$ cat config.mk
export PLATFORM = sky130hd
export DESIGN_NAME = bea_ram
export DESIGN_NICKNAME = d
export VERILOG_FILES = /design/src/sv/bea_ram.sv
export SDC_FILE = /design/constraint.sdc
export NUM_CORES = 2
export LEC_CHECK = 0
export BUFFER_PORTS_ARGS = -buffer_cell sky130_fd_sc_hd__buf_4
export CAP_MARGIN = 10
export CELL_PAD_IN_SITES_DETAIL_PLACEMENT = 1
export CELL_PAD_IN_SITES_GLOBAL_PLACEMENT = 1
export CORE_AREA = 2 2 363 365
export DETAILED_ROUTE_END_ITERATION = 10
export DIE_AREA = 0 0 365 367
export PLACE_DENSITY = 0.92
export SYNTH_ARGS = -nofsm -noshare
export SYNTH_HDL_FRONTEND = slang
export SYNTH_SLANG_ARGS = --single-unit
$ cat constraint.sdc
create_clock -name clk -period 6.65 [get_ports clk]
set_input_delay 0.3325 -clock clk [delete_from_list [all_inputs] [get_ports clk]]
set_output_delay 0.3325 -clock clk [all_outputs]
set_load 0.02 [all_outputs]
$ cat src/sv/bea_ram.sv
// Generic single-write, single-read synchronous RAM with registered read.
// No dependencies.
module bea_ram #(
  parameter int WIDTH = 32,
  parameter int DEPTH = 64
) (
  input  logic                     clk,
  input  logic                     we,
  input  logic [$clog2(DEPTH)-1:0] waddr,
  input  logic [WIDTH-1:0]         wdata,
  input  logic                     re,
  input  logic [$clog2(DEPTH)-1:0] raddr,
  output logic [WIDTH-1:0]         rdata
);
  logic [WIDTH-1:0] mem [DEPTH];

  always_ff @(posedge clk) begin
    if (we) begin
      mem[waddr] <= wdata;
    end
    if (re) begin
      rdata <= mem[raddr];
    end
  end
endmodule

# After elaboration in Yosys (flattened, before gate mapping)
# Memory sizes are Yosys's and may differ from the RTL's. A register that Yosys moved wholly into a read port is not among the register bits.
# Index checks and enable logic that the tools add are counted.
# W data, S select, Z words.
# op_classes
n_reduce_logical,0
mul,0
div,0
bitwise,0
eq_ne,0
addsub,0
shifts,0
n_mux,2
magnitude_cmp,0
# op_table
operator,n
$mux W1,2
# totals
ramBits,2048
elab_cells,3
latchBits,0
memories,1
output_inout_bits,32
rom_bits,0
register_bits,0
# mem_list
memory,depth,word_bits,read_ports,rd_clocked_by_memory_dff,write_ports,line,text
mem,64,32,1,1,1,15,logic [WIDTH-1:0] mem [DEPTH];

# Depth between registers and ports, before layout
# depth
depth_word,2
ltp_mapped,10
depth_no_buf,5

# Worst setup path before layout
# OpenSTA, ideal clock, no wires.
# synth_path
path_type,input-to-reg
startpoint,in waddr[3]
endpoint,"mem mem[48][0], enable pin"
slack_ns,3.158
stages,4
t_arrival_ns,3.031
n_path_buf,1
setup_ns,0.461
path_cell_list,clkbuf_1 > nor2b_1 > nand4b_1 > nor3_1
# synth_rtl
element,line,text
from (decl),9,"input logic [$clog2(DEPTH)-1:0] waddr,"
to (decl),15,
# No word-level cell before the write port.

==> metrics.yaml <==
synth_adder_area_share_pct: 0
initial_core_util_pct: 60.43
cts_buffer_depth: 3
cpMaxStageDelayCell: "nor2_1"
fp-row-count: 133
layout_min_cycle_time_ps: 3813
cpMostUsedCell: "nor2_1"
synth_area_leaders: "edfxtp_1, mux4_2, mux2i_1, o22ai_1, nor2_1"
netlist_area_sq_um: 78840
setup_violations: 0
clock_latency_ps: 840
startpoint_type: "primary input"
synth-simple-area-share_pct: 1.260
vias: 41460
syn2layout_area_growth_pct: 12.02
fin_crit_sh_pct: 57.34
seqPwrFrac_pct: 53.1
die_y_um: 367
leakage_nw: 27.39
crit_type: "primary input to register"
avgViaCountPerCell: 7.639
die-area_sq_um: 134000
peakVddDrop_uv: 325.9
synth_seq_cells: 2080
synth_top_family_by_area: "multiplexers"
hold_viol: 0
synth.yosys.seq_area_share_pct: 79.23
critPathMaxStageDelay_ps: 910
pwr-share-clk_pct: 41.4
io_pins: 79
synth_compound_area_share_pct: 1.666
power_density_nw_per_um2: 311.8
skew_ps: 35.76
synth_xor_area_share_pct: 0
critPathBufInv: 2
setup_tns_ps: 0
final_common_cell: "edfxtp_1"
arrival_ps: 4460
cts_tree: "yes"
gp_routability_congestion: 0.8530
ctsResizeCount: 0
clk_pin_slew_ps: 60
core_area_sq_um: 130500
drive_gt1_share_pct: 29.20
grt_pass1_vias: 42290
ys_warn_count: 0
critPathMaxFanout: 46
fin_nets: 3567
avgSynthCellArea_sq_um: 23.72
cts_setup_buffers: 0
fmax_mhz: 262.3
final_cell_mix: "edfxtp_1, mux4_2, clkbuf_16, buf_4, mux2i_1"
finalWirelength_um: 258300
drt_first_iter_violations: 9207
cts_sinks: 2080
cts_max_level: 4
synth_fp_nets: 3371
numCtsBuffers: 193
antenna_left: 0
root_buffer: "clkbuf_16"
slew-limit-headroom_pct: 4.520
max-cap-violations: 0
die_w_um: 365
synth_mux_area_share_pct: 16.72
yosys.cell_types.count: 33
detail_route.wl_per_cell_um: 47.60
comb_power_share_pct: 5.5
p_sw_share_pct: 22.79
yosysTopAreaCell: "edfxtp_1"
crit_path_end_kind: "register"
syn_inst: 3324
place_hpwl_um: 124800
port_buffers: 78
hp-class: "primary input to register"
cp_top_family: "simple AND/OR/NAND/NOR gates"
p_switching_w: 0.006274
firstDrtPassIters: 10
maxSlewViolCount: 0
power_w: 0.02754
antenna_found_initial: 24
drc: 2
failed_checks: "design-rule violations"
holdWs_ps: 94.64
fillCellCount: 9866
worstPathRequired_ps: 7300
grt_pass1_wl_um: 355000
postCtsHoldBufs: 0
status: "complete, but fails checks"
grt_max_degree: 94
grt_setup_unrepaired: "no"
internal_power_w: 0.02126
tightestPinTransition_ps: 1428
grtUsageTotal_pct: 39.45
grt_overflow: 0
path_cells: "buf_8 -> buf_4 -> or2_1 -> o22ai_1 -> nor2_1 -> a21oi_1 -> nor2_1"
synth_top_area_share_pct: 79.23
==> logic make-up (layout without fill, tap and decap cells) <==
group	count (synthesis)	after routing
buffers and inverters	182	526
muxes	637	637
AOI/OAI and AO/OA	202	202
other	0	4
and+or+nand+nor	223	223
DFF	2080	2080
==> power groups by stage <==
stage               logic (W)  registers [W]  clock network, W
CTS                   0.00146         0.0146            0.0114
floorplan            0.000706         0.0149                 0
detailed placement    0.00139         0.0149                 0
global route          0.00152         0.0146            0.0117
finish                0.00152         0.0146            0.0114
global placement      0.00131         0.0149                 0
==> worst register-to-register path, cell delays in order (launching register included) <==
cell	delay, ps
edfxtp_1	390
mux4_2	500
mux2i_1	450
nand3b_1	140
a31oi_1	1000
nor2_1	190
==> final cells by class <==
type / count / area [sq um] / share of cell area [%]
multi-input combinational: 1062 / 15970 / 18.09
sequential: 2080 / 62460 / 70.73
clock buffer: 226 / 5102 / 5.778
tap: 1755 / 2196 / 2.486
antenna: 4 / 10.01 / 0.01133
timing repair buffer: 183 / 1484 / 1.680
clock inverter: 117 / 1087 / 1.231
==> through the flow <==
stage / std cells / utilization, % / cell area (sq um) / setup WS [ps]
2_1_floorplan: 3324 / - / 78840 / 3158
3_3_place_gp: 5080 / 62.94 / 82110 / 2803
3_5_place_dp: 5080 / 62.94 / 82110 / 2725
4_1_cts: 5423 / 67.68 / 88300 / 3437
5_1_grt: 5423 / 67.68 / 88300 / 2960
6_report: 5427 / 67.69 / 88310 / 2837
==> sequential cells by signal, summed over array words and instances, names as in the netlist <==
name / count
mem: 2048
rdata: 32
==> final timing paths <==
path                    startpoint               endpoint  slack [ps]  cells after the start
max                       raddr[2]    rdata[29]$_DFFE_PP_        2840                      7
min                      wdata[14]  mem[21][14]$_DFFE_PP_          90                      1
max reg2reg  mem[55][18]$_DFFE_PP_    rdata[18]$_DFFE_PP_        3670                      5
min reg2reg  mem[13][20]$_DFFE_PP_    rdata[20]$_DFFE_PP_         890                      4
==> cells in the mapped netlist, drive strengths merged <==
library cell	count
nor3	7
o221ai	27
o32ai	4
nor2	137
a31oi	1
or2	3
a41o	4
or3	3
nand2b	8
a21oi	62
nand3	5
nand4	2
edfxtp	2080
mux2i	93
and3	4
nand4b	1
a22oi	12
nand2	26
or3b	5
nand3b	5
o22ai	84
and2	2
a311oi	8
clkbuf	74
mux4	544
buf	108
nor2b	15
==> per-layer routing <==
metal  share of wire, %  track usage, %
met5              0.049               0
met4                7.8           23.54
met3                 14           10.40
met2                 48           61.75
met1                 30           50.22
Power figures use the tool's default switching activity.
