$ cat config.mk
export PLATFORM = sky130hd
export DESIGN_NAME = bea_div
export DESIGN_NICKNAME = d
export VERILOG_FILES = /design/src/sv/bea_pkg.sv /design/src/sv/bea_div.sv
export SDC_FILE = /design/constraint.sdc
export NUM_CORES = 1
export LEC_CHECK = 0
export ABC_AREA = 1
export BUFFER_PORTS_ARGS = -buffer_cell sky130_fd_sc_hd__buf_2
export CAP_MARGIN = 20
export CORE_MARGIN = 3
export CORE_UTILIZATION = 39
export CTS_CLUSTER_DIAMETER = 80
export DETAILED_ROUTE_END_ITERATION = 10
export PLACE_DENSITY = 0.62
export SYNTH_ARGS = -nofsm -noshare
export SYNTH_HDL_FRONTEND = slang
export SYNTH_SLANG_ARGS = --single-unit
$ cat constraint.sdc
create_clock -name clk -period 3.8 [get_ports clk]
set_input_delay 0.19 -clock clk [delete_from_list [all_inputs] [get_ports clk]]
set_output_delay 0.19 -clock clk [all_outputs]
set_load 0.01 [all_outputs]
$ cat src/sv/bea_pkg.sv
// Shared types and constants for the broadcast elementwise ALU.
// Used by the channel interfaces, the divider and the top level.
package bea_pkg;

  localparam int EW     = 32;
  localparam int RANK   = 4;
  localparam int DIM_W  = 7;
  localparam int SHAPE_W = DIM_W * RANK;
  localparam int CFG_IDX_W  = 2;
  localparam int CFG_DATA_W = 28;

  typedef logic [1:0]            opcode_t;
  typedef logic [5:0]            elem_index_t;
  typedef logic [31:0]           elem_value_t;
  typedef logic [1:0]            status_t;
  typedef logic [CFG_IDX_W-1:0]  cfg_index_t;
  typedef logic [CFG_DATA_W-1:0] cfg_data_t;
  typedef logic [SHAPE_W-1:0]    shape_t;

  localparam opcode_t CMD_WRITE_A = 2'd0;
  localparam opcode_t CMD_WRITE_B = 2'd1;
  localparam opcode_t CMD_RUN     = 2'd2;
  localparam opcode_t CMD_NOP     = 2'd3;

  localparam cfg_index_t REG_OPERATION = 2'd0;
  localparam cfg_index_t REG_SIGNED    = 2'd1;
  localparam cfg_index_t REG_SHAPE_A   = 2'd2;
  localparam cfg_index_t REG_SHAPE_B   = 2'd3;

  localparam logic [4:0] OP_ADD = 5'd0;
  localparam logic [4:0] OP_SUB = 5'd1;
  localparam logic [4:0] OP_MUL = 5'd2;
  localparam logic [4:0] OP_DIV = 5'd3;
  localparam logic [4:0] OP_MOD = 5'd4;
  localparam logic [4:0] OP_EQ  = 5'd5;
  localparam logic [4:0] OP_GT  = 5'd6;
  localparam logic [4:0] OP_LT  = 5'd7;
  localparam logic [4:0] OP_GE  = 5'd8;
  localparam logic [4:0] OP_LE  = 5'd9;
  localparam logic [4:0] OP_AND = 5'd10;
  localparam logic [4:0] OP_OR  = 5'd11;
  localparam logic [4:0] OP_XOR = 5'd12;
  localparam logic [4:0] OP_SHL = 5'd13;
  localparam logic [4:0] OP_SHR = 5'd14;
  localparam logic [4:0] OP_MIN = 5'd15;
  localparam logic [4:0] OP_MAX = 5'd16;

  localparam status_t ST_OK       = 2'd0;
  localparam status_t ST_DIV_ZERO = 2'd1;
  localparam status_t ST_SHAPE    = 2'd2;

  localparam shape_t SHAPE_RESET = SHAPE_W'(2113665);

  typedef struct packed {
    logic          start;
    logic [EW-1:0] dividend;
    logic [EW-1:0] divisor;
  } div_req_t;

  typedef struct packed {
    logic          done;
    logic [EW-1:0] quotient;
    logic [EW-1:0] remainder;
  } div_rsp_t;

endpackage

$ cat src/sv/bea_div.sv
// Unsigned restoring divider, one quotient bit per cycle.
// Depends on bea_pkg (request/response structs).
module bea_div (
  input  logic               clk,
  input  logic               rst,
  input  bea_pkg::div_req_t  req,
  output bea_pkg::div_rsp_t  rsp
);
  import bea_pkg::*;

  localparam int CW = $clog2(EW);

  logic          busy;
  logic [CW-1:0] cnt;
  logic [EW:0]   rem;
  logic [EW-1:0] quo;
  logic [EW-1:0] dvs;
  logic          done;
  logic [EW:0]   shifted;
  logic [EW:0]   diff;

  assign shifted = {rem[EW-1:0], quo[EW-1]};
  assign diff    = shifted - {1'b0, dvs};

  always_ff @(posedge clk) begin
    if (rst) begin
      busy <= 1'b0;
      done <= 1'b0;
    end else begin
      done <= 1'b0;
      if (req.start) begin
        busy <= 1'b1;
      end else if (busy && cnt == CW'(EW - 1)) begin
        busy <= 1'b0;
        done <= 1'b1;
      end
    end
  end

  always_ff @(posedge clk) begin
    if (req.start) begin
      rem <= '0;
      quo <= req.dividend;
      dvs <= req.divisor;
      cnt <= '0;
    end else if (busy) begin
      cnt <= cnt + CW'(1);
      if (!diff[EW]) begin
        rem <= diff;
      end else begin
        rem <= shifted;
      end
      quo <= {quo[EW-2:0], ~diff[EW]};
    end
  end

  assign rsp.done      = done;
  assign rsp.quotient  = quo;
  assign rsp.remainder = rem[EW-1:0];
endmodule

* Yosys cells after proc, flatten, opt, wreduce, memory -nomap -nowiden
Index checks and enable logic that the tools add are counted.
** Operators by class
- Add/sub/neg operators :: 2
- Multiply operators :: 0
- Divide/modulo/power cells :: 0
- Magnitude comparators :: 0
- Equality and inequality tests :: 1
- Shifts and indexed selects :: 0
- Mux-type cells :: 6
- Bitwise gates (word level) :: 1
- Reductions and logical operators :: 4
** Operators by type and width (count)
- 2-to-1 mux 32 bit :: 3
- subtractor 33 x 32 -> 33 bit :: 1
- adder 5 x 1 -> 5 bit (second input constant) :: 1
- == test 5 bit (second input constant) :: 1
- nonzero test 2 bit :: 2
- 2-to-1 mux 1 bit :: 3
- OR reduction 2 bit :: 1
- logical AND 1 bit :: 1
- NOT 1 bit :: 1
** Word-level totals
- Register bits after elaboration :: 103
- Bits in latches :: 0
- RAM bits :: 0
- Bits in read-only memories :: 0
- Output and inout port bits :: 65
- Logic and storage cells :: 20
- Memories :: 0

* Depth between registers and ports, before layout
Gate-level depths: netlist of run 1.
- Depth in word-level cells :: 4
- Gate-level depth with buffers :: 18

* Worst setup path before layout of run 1
OpenSTA, ideal clock, no wires.
- Kind :: flip-flop to flip-flop
- Start :: register quo[31]
- End :: register quo[0] (data pin)
- Arrival :: 2.055 ns
- Data required time :: 3.531 ns
- Path slack :: 1.476 ns
- Cell stages (with the launch flop) :: 17
- Clock period less this slack :: 2.324 ns
- Cells stage by stage :: edfxtp_1 > inv_1 > ha_1 > fa_1 > inv_1 > nand2_1 > nand2_1 > nand3_1 > nand2_2 > nand2_1 > nand2_2 > nand2_4 > nand2_4 > nand2_2 > nand2_4 > buf_6 > o21ai_0
** On the way
- Word-level cells in the longest chain between the ends :: 4
** RTL lines
- start, declared :: line bea_div.sv:16 : logic [EW-1:0] quo;
- start signal, assigned :: line bea_div.sv:43 : quo <= req.dividend;
- start signal, assigned :: line bea_div.sv:53 : quo <= {quo[EW-2:0], ~diff[EW]};
- subtractor 33 x 32 -> 33 bit :: line bea_div.sv:23 : assign diff = shifted - {1'b0, dvs};
- NOT 1 bit :: line bea_div.sv:53
- 2-to-1 mux 32 bit :: line bea_div.sv:46 : end else if (busy) begin
- 2-to-1 mux 32 bit :: line bea_div.sv:41 : if (req.start) begin
Every way passes these cells. The select of a mux whose other input is x is not followed.
A chain may end at the register's enable or synchronous reset.

* Final worst setup path of run 1
Ends and elaborated chain as after synthesis.

==> flow_summary.ini, run 1 <==
[pwr]
pwr-share-seq_pct = 50.1
p_int_mw = 1.866
comb_power_share_pct = 14.5
irDropWorstVdd_mv = 0.2015
p_sw_mw = 0.7253
powerDensity_nw_per_um2 = 312.7
p_leak_nw = 4.656
total_power_mw = 2.592
power_frac_clock_pct = 35.4
switching_share_pct = 27.99

[placed_design]
io_buffers = 131
dp_hpwl_mm = 14.34
dp_slack_ps = 1141
place_congestion = 0.8687

[setup_path]
worstPathCellList = inv_1, ha_1, fa_1, inv_1, nand2_1, nand2_1, nand3_1, nand2_2, nand2_1, nand2_2, nand2_4, nand2_4, nand2_2, nand2_4, o21ai_0
crit_path_max_fanout = 33
start_kind = flop
crit_arrival_ps = 2750
rrSetupSlack_ps = 1150
crit_path_end_kind = flop
reg2reg_depth = 15
slowest_delay_ps = 420
critPathRequiredTime_ps = 3900
r2r-start = quo[31]
r2r_end = quo[0]
crit_family = simple AND/OR/NAND/NOR gates
critPathKind = reg2reg
cp.buffers_inverters = 2
slowest_stage = fa_1

[routing]
wirelength_mm = 18.53
post_drt_wl_per_cell_um = 13.24
vias = 6373
via_per_inst = 4.555
drt-initial-drc-count = 319
drc = 0
firstDrtPassIters = 5
ant_nets = 0

[timing]
finalMaxSlewViolations = 0
rsz0062_at_grt = no
fin_ws_ps = 1152
finalSetupTns_ps = 0
relSlewSlack_pct = 32.48
max_freq_ghz = 0.3776
period_minus_slack_ps = 2648
hold_violations = 0
fin_skew_ps = 15.13
period_share_pct = 69.69
worst_pin_slew_ps = 1012
setup_viol = 0

[finish]
nets = 1271
area_growth_syn_to_layout_pct = 19.52
insertedDiodeCount = 0
regArea_um2 = 2703
final_layout_size_suffix_gt1_share_pct = 15.93
multi_input_area_um2 = 3349
post-route-util_pct = 47.75
fillers = 1826

[clock_network]
ctsResizeCount = 0
htree_levels = 3
numClockSinks = 103
clk_path_buf_depth = 2
cts_tree = built
clk_pin_slew_worst_paths_ps = 80
clk_latency_ps = 360
root_buffer = clkbuf_16
numCtsBuffers = 9

[logic_synthesis]
synth_cell_types = 41
synthCells = 1021
ys_ff_latch = 103
synthesis.area_um2 = 6934
yosysTopAreaCell = edfxtp_1
syn-num-nets = 1123
synthTopCellsByArea = edfxtp_1, nand2_1, dfxtp_1, inv_1, ha_1
yosys_warnings = 0
post_synth.cell_area_avg_um2 = 6.792
synth_seq_area_share_pct = 38.98
synth_top_area_share_pct = 27.72

[grt]
grt_pass1_wl_mm = 31.02
grt_pass1_vias = 6239
grt_max_degree = 36
antenna_found_initial = 0
grt_use_total_pct = 19.58
overflow = 0

[floorplan]
core-area_um2 = 17360
ioPinCount = 132
dieHeight_um = 139.3
die_x_um = 139.3
fp-row-count = 48
initial_core_util_pct = 39.95
die_area_um2 = 19420

[run]
cap_violations = 0

[min_path]
hold_depth = 1
min_to = dvs[8]
hp-class = in2reg
holdCritStartpoint = req[8]

[status]
outcome = complete, no violations
==> how the worst max path moves through the flow <==
stage	start	endpoint	slack (ps)	depth (start not counted)
after floorplan	quo[31]	quo[0]	1480	16
after global placement	quo[31]	quo[0]	1250	15
after detailed placement	quo[31]	quo[0]	1140	15
after CTS	quo[31]	quo[0]	1120	15
after global routing	quo[31]	rem[24]	910	17
final	quo[31]	quo[0]	1150	15
==> placed cells by master, fill, tap and decap left out, types with 2 or more instances in the layout <==
cell	instances
clkbuf_16	9
xnor2_1	14
buf_4	4
nand2_2	17
nor2_2	6
and3_1	3
o21ai_1	2
o21bai_1	3
dlygate4sd3_1	21
inv_6	2
buf_2	131
nand4_1	10
clkinvlp_4	2
nand2_4	4
nand2_1	445
nor2_1	40
nor3_1	9
a21oi_1	18
and2_1	8
inv_1	202
edfxtp_1	64
ha_1	34
nand3_1	59
inv_2	3
o21ai_0	6
dfxtp_1	39
==> cell type report <==
| type | instances | share of cell area, % |
|---|---|---|
| timing repair buffer | 156 | 10.81 |
| clock inverter | 7 | 0.7699 |
| tap | 225 | 3.397 |
| inverter | 205 | 9.284 |
| clock buffer | 9 | 2.717 |
| sequential | 103 | 32.61 |
| multi-input combinational | 694 | 40.41 |
==> synthesized netlist by cell type, drive strengths merged <==
cell type / count
nand2: 467
a21oi: 19
nand4: 10
a21o: 1
clkbuf: 11
o21bai: 3
xnor2: 14
nand3b: 1
nand3: 60
ha: 34
xor2: 1
and2: 9
edfxtp: 64
a31oi: 1
a211oi: 1
and3: 3
a22o: 1
buf: 8
fa: 1
o21ai: 8
nor3: 10
inv: 205
or2: 2
dfxtp: 39
nor4: 1
nor2: 47
==> flip-flops by register name, summed over array words and instances, names as in the netlist <==
| register | count |
|---|---|
| rem | 32 |
| quo | 32 |
| cnt | 5 |
| dvs | 32 |
| done | 1 |
| busy | 1 |
==> per-layer routing <==
metal | GRT usage, % | vias up | routed length [µm]
met2 | 31.70 | 144 | 8417
met1 | 26.94 | 2820 | 8916
met4 | 3.913 | 0 | 170
met5 | 0 | - | 0
met3 | 4.605 | 15 | 1025
li1 | - | 3394 | -
==> what timing repair did <==
| action | 4_1_cts | 5_1_grt |
|---|---|---|
| hold buffers | 21 | 0 |
| setup endpoints to repair | 0 | 0 |
| endpoints found under the hold margin | 21 | 0 |
| setup buffers | 0 | 0 |
==> power by group through the flow <==
| stage | Combinational (mW) | Clock (mW) | Sequential, mW |
|---|---|---|---|
| global placement | 0.359 | 0 | 1.32 |
| detailed placement | 0.362 | 0 | 1.32 |
| global route | 0.426 | 0.989 | 1.31 |
| floorplan | 0.200 | 0 | 1.33 |
| finish | 0.376 | 0.917 | 1.30 |
| CTS | 0.380 | 0.948 | 1.30 |
==> logic make-up after synthesis <==
kind of cell | Yosys count | synth area share [%]
simple gates | 610 | 37.08
buf+inv | 224 | 12.87
flops | 103 | 38.98
fa+ha+maj | 35 | 6.424
compound gates | 34 | 2.761
xor+xnor | 15 | 1.895
==> through the flow <==
step / area, µm² / hold slack [ps] / instances
final: 8288 / 11.60 / 1399
after global routing: 8288 / 6.388 / 1399
after CTS: 8288 / 0.8145 / 1399
after detailed placement: 7789 / 368.1 / 1362
after global placement: 7789 / 366.3 / 1362
after floorplan: 6934 / 266.1 / 1021
(Power assumes the default switching activity.)
==> run 2, diff against run 1 <==
--- a/config.mk
+++ b/config.mk
@@ -5,14 +5,14 @@
 export SDC_FILE = /design/constraint.sdc
 export NUM_CORES = 1
 export LEC_CHECK = 0
-export ABC_AREA = 1
+export ABC_AREA = 0
 export BUFFER_PORTS_ARGS = -buffer_cell sky130_fd_sc_hd__buf_2
 export CAP_MARGIN = 20
 export CORE_MARGIN = 3
 export CORE_UTILIZATION = 39
 export CTS_CLUSTER_DIAMETER = 80
 export DETAILED_ROUTE_END_ITERATION = 10
-export PLACE_DENSITY = 0.62
+export PLACE_DENSITY = 0.63
 export SYNTH_ARGS = -nofsm -noshare
 export SYNTH_HDL_FRONTEND = slang
 export SYNTH_SLANG_ARGS = --single-unit
==> constraint.sdc (replaced) <==
create_clock -name clk -period 2.74 [get_ports clk]
set_input_delay 0.137 -clock clk [delete_from_list [all_inputs] [get_ports clk]]
set_output_delay 0.137 -clock clk [all_outputs]
set_load 0.01 [all_outputs]
==> flow_summary.ini, run 2 <==
[routing]
drc = 0
vias = 5052
ant_nets = 0
post_drt_wl_per_cell_um = 15.73
drt-initial-drc-count = 281
wirelength_mm = 15.46
via_per_inst = 5.139
firstDrtPassIters = 4

[logic_synthesis]
ys_ff_latch = 103
synth_edf_count = 64
synth_ff_type = edfxtp_1
synthTopCellsByArea = edfxtp_1, dfxtp_1, ha_1, mux2_2, nand2_1
synthArstFlopShare_pct = 0
synthesis.area_um2 = 5948
synth_seq_area_share_pct = 45.44
synth_top_area_share_pct = 32.31
yosys_warnings = 0
synth_cell_types = 57
yosysMostFrequentCell = nand2_1
post_synth.cell_area_avg_um2 = 10.22
yosysTopAreaCell = edfxtp_1
synthCells = 582
synth_common_cells = nand2_1, edfxtp_1, nor2_1, inv_1
syn-num-nets = 684

[setup_path]
start_kind = flop
crit_arrival_ps = 3110
crit_path_max_fanout = 5
r2r_end = rem[1]
reg2reg_depth = 14
crit_path_end_kind = flop
rrSetupSlack_ps = -120
critPathKind = reg2reg
critPathLaunch = dvs[11]
critPathRequiredTime_ps = 2990
r2r-start = dvs[11]

[timing]
max_freq_ghz = 0.3501
setup_viol = 30
hold_violations = 0
worst_pin_slew_ps = 628.0
relSlewSlack_pct = 57.98
finalMaxSlewViolations = 0
rsz0062_at_grt = yes
holdWs_ps = 72.02
period_share_pct = 104.2
period_minus_slack_ps = 2856
fin_skew_ps = 7.082
fin_ws_ps = -116.4

[floorplan]
ioPinCount = 132
initial_core_util_pct = 40.32
fp-row-count = 44
dieHeight_um = 129.5
die_area_um2 = 16770
core-area_um2 = 14750
die_x_um = 129.5

[status]
outcome = finished, violations left
violations = negative setup slack

[finish]
nets = 896
final_layout_size_suffix_gt1_share_pct = 41.68
area_growth_syn_to_layout_pct = 37.57
fillers = 1297
insertedDiodeCount = 0
final_common_cell = buf_2
final_cell_mix = buf_2, edfxtp_1, buf_4
reg.largest.list = dvs (32), quo (32), rem (32)

[pwr]
p_int_mw = 3.016
power_frac_clock_pct = 29.6
pwr-share-seq_pct = 43.0
comb_power_share_pct = 27.4
powerDensity_nw_per_um2 = 532.7
switching_share_pct = 30.81
p_sw_mw = 1.343
irDropWorstVdd_mv = 0.3816
p_leak_nw = 3.571
total_power_mw = 4.359

[placed_design]
dp_hpwl_mm = 10.88
dp_slack_ps = -116.9
io_buffers = 131
place_congestion = 0.8676

[clock_network]
cts_tree = built
numClockSinks = 103
clk_latency_ps = 360
htree_levels = 3
numCtsBuffers = 9
clk_path_buf_depth = 2
clk_pin_slew_worst_paths_ps = 80
root_buffer = clkbuf_16

[grt]
overflow = 0
grt_max_degree = 74
grt_pass1_wl_mm = 24.90
grt_pass1_vias = 5150
grt_use_total_pct = 18.56
antenna_found_initial = 0

[run]
cap_violations = 0

[min_path]
min_to = quo[14]
hold_depth = 2
holdCritStartpoint = req[46]
hp-class = in2reg
run 2: changes by cell type after synthesis, moves of 12 or more:
cell / previous run / this run
nand2_1: 445 / 76
inv_1: 202 / 40
nand3_1: 59 / 8
mux2_2: 0 / 32
a21oi_1: 18 / 39
a311oi_2: 0 / 17
nand2_2: 17 / 0
a21o_1: 1 / 13
o21ai_0: 6 / 18
run 2: worst max path at each step:
stage          endpoint  slack (ps)  depth (start not counted)
4_1_cts         rem[12]         -90                         13
3_5_place_dp     rem[7]        -120                         13
3_3_place_gp     rem[7]         -60                         14
6_report         rem[1]        -120                         14
2_1_floorplan    rem[6]           3                         13
5_1_grt         rem[19]        -270                         14
run 2: timing repair:
item | in CTS | in global routing
pin swaps | 8 | 8
endpoints found under the setup margin | 30 | 33
setup buffers | 5 | 4
hold buffers | 33 | 0
gates resized for setup | 33 | 24
hold endpoints to repair | 34 | 0
cloned | 1 | 2
run 2: power by group through the flow:
stage / clock network (mW) / registers (mW) / logic, mW
finish: 1.29 / 1.87 / 1.19
global route: 1.40 / 1.89 / 1.31
CTS: 1.34 / 1.88 / 1.15
detailed placement: 0 / 1.91 / 1.06
global placement: 0 / 1.90 / 1.04
floorplan: 0 / 1.93 / 0.646
run 2: cells by family after synthesis:
logic type / Yosys count / synth area share (%)
xor+xnor: 29 / 4.712
simple gates: 176 / 13.25
buf+inv: 70 / 5.048
mux: 35 / 6.563
compound gates: 134 / 17.50
flops: 103 / 45.44
fa+ha+maj: 35 / 7.488
run 2: layout make-up:
| cell class | instances | area [µm²] | area share [%] |
|---|---|---|---|
| clock buffer | 9 | 225.2 | 2.752 |
| tap | 184 | 230.2 | 2.813 |
| inverter | 40 | 150.1 | 1.835 |
| timing repair buffer | 231 | 1589 | 19.42 |
| multi-input combinational | 409 | 3203 | 39.14 |
| clock inverter | 7 | 78.83 | 0.9633 |
| sequential | 103 | 2706 | 33.07 |
run 2: stage by stage:
stage               instances  util [%]  area, µm²  setup TNS (ps)
floorplan                 582         -       6027               0
global placement          922     48.80       7201          -476.0
detailed placement        922     48.80       7201           -1812
CTS                       977     54.29       8010           -1344
global route              983     55.46       8183           -6671
finish                    983     55.46       8183           -1664
run 2: worst max-delay path: stages, from the launching register on:
cell and delay (ps):
edfxtp_1 390, inv_2 80, ha_4 210, buf_4 140
and3_1 190, o211a_1 150, o211ai_1 120, nand2_1 110
o21a_1 220, o31a_4 330, xor2_4 240, buf_6 150
buf_8 120, nor3_2 50, a221o_1 260
run 2: metal layers:
metal	wire [µm]	global-route usage, %	up-vias
li1	-	-	2528
met1	6782	23.38	2337
met2	7332	30.52	163
met3	1009	5.730	24
met4	336	6.112	0
met5	0	0	-
==> run 3, diff against run 2 <==
--- a/config.mk
+++ b/config.mk
@@ -8,6 +8,7 @@
 export ABC_AREA = 0
 export BUFFER_PORTS_ARGS = -buffer_cell sky130_fd_sc_hd__buf_2
 export CAP_MARGIN = 20
+export CORE_ASPECT_RATIO = 0.6
 export CORE_MARGIN = 3
 export CORE_UTILIZATION = 39
 export CTS_CLUSTER_DIAMETER = 80
@@ -16,3 +17,4 @@
 export SYNTH_ARGS = -nofsm -noshare
 export SYNTH_HDL_FRONTEND = slang
 export SYNTH_SLANG_ARGS = --single-unit
+export TNS_END_PERCENT = 1
==> flow_summary.ini, run 3 (same netlist as run 2, synthesis figures left out) <==
[finish]
fin_cells = 997
nets = 896
final_common_cell = buf_2
reg.largest.list = dvs (32), quo (32), rem (32)
insertedDiodeCount = 0
final_layout_size_suffix_gt1_share_pct = 39.30
area_growth_syn_to_layout_pct = 35.46
final_cell_mix = buf_2, nand2_1, buf_4

[timing]
max_freq_ghz = 0.3509
setup_viol = 31
finalMaxSlewViolations = 0
relSlewSlack_pct = 53.83
fin_ws_ps = -110.0
worst_pin_slew_ps = 689.9
hold_violations = 0
fin_skew_ps = 11.04
period_share_pct = 104.0
finalSetupTns_ps = -1921
rsz0062_at_grt = yes
period_minus_slack_ps = 2850

[placed_design]
dp_cells = 949
dp_slack_ps = -200.0
io_buffers = 131
place_congestion = 0.8625
dp_hpwl_mm = 11.82

[clock_network]
clk_latency_ps = 350
htree_levels = 3
clk_path_buf_depth = 2
clk_pin_slew_worst_paths_ps = 80
cts_tree = built
numClockSinks = 103
numCtsBuffers = 9
root_buffer = clkbuf_16

[grt]
antenna_found_initial = 0
grt_pass1_vias = 4875
grt_pass1_wl_mm = 25.12
grt_max_degree = 42
grt_use_total_pct = 18.84
overflow = 0

[floorplan]
dieHeight_um = 101.7
core-area_um2 = 14720
die_x_um = 165.4
initial_core_util_pct = 40.41
ioPinCount = 132
fp-row-count = 34
die_area_um2 = 16820

[status]
violations = negative setup slack
outcome = finished, violations left

[min_path]
hp-class = in2reg

[setup_path]
crit_path_max_fanout = 10
start_kind = flop
crit_arrival_ps = 3110
critPathKind = reg2reg
critPathRequiredTime_ps = 3000
crit_path_end_kind = flop

[pwr]
total_power_mw = 4.341
irDropWorstVdd_mv = 0.2818
powerDensity_nw_per_um2 = 538.8
p_leak_nw = 3.533

[routing]
vias = 5089
ant_nets = 0
post_drt_wl_per_cell_um = 15.68
via_per_inst = 5.104
drc = 0
wirelength_mm = 15.64
firstDrtPassIters = 5
drt-initial-drc-count = 313

[run]
cap_violations = 0
==> run 3: final cells by class <==
type	instances	area, µm²
Sequential cell	103	2706
Tap cell	198	247.7
Fill cell	1364	6661
Multi-Input combinational cell	409	3139
Clock inverter	5	47.55
Clock buffer	11	254.0
Timing Repair Buffer	231	1513
Inverter	40	150.1
==> run 3: metal layers <==
metal	global-route usage [%]	share of wire, %	up-vias	wire, µm
met5	0	0	-	0
met4	3.067	0.57	0	89
met3	3.433	4.6	11	713
met2	27.81	41	106	6483
met1	29.16	53	2455	8349
li1	-	-	2517	-
==> run 3: per-stage QoR <==
stage	util, %	hold WS, ps	instance area [µm²]
after floorplan	-	209.4	6027
after global placement	49.53	307.3	7291
after detailed placement	49.53	310.5	7291
after CTS	54.39	7.223	8006
after global routing	54.74	3.731	8058
final	54.74	24.45	8058
==> run 3: power by group <==
group	leakage (nW)	switching [mW]	internal, mW
registers	0.957	0.0795	1.79
clock network	0.145	0.611	0.689
logic	2.43	0.609	0.560
==> run 3: timing repair <==
| action | in CTS | in global routing |
|---|---|---|
| resized for setup | 20 | 11 |
| setup buffers | 0 | 0 |
| endpoints found under the hold margin | 33 | 0 |
| endpoints found under the setup margin | 33 | 33 |
| pin swaps | 5 | 4 |
| hold buffers | 32 | 0 |
==> run 3: final timing paths <==
check	startpoint	end	slack, ps	cells past startpoint
hold / removal	req[1]	dvs[1]	20	1
setup reg to reg	dvs[11]	rem[4]	-110	12
setup / recovery	dvs[11]	rem[4]	-110	12
hold reg to reg	cnt[4]	cnt[4]	510	2
==> run 3: critical path: stages, from the launching register on <==
cell and delay, ps:
edfxtp_1 320, inv_1 40, ha_1 310, a21oi_1 160, o21ai_1 130, a221oi_2 320
nand2_1 120, o21a_1 240, o31a_4 340, xnor2_4 220, buf_6 190, nand2_1 80
a311oi_2 270
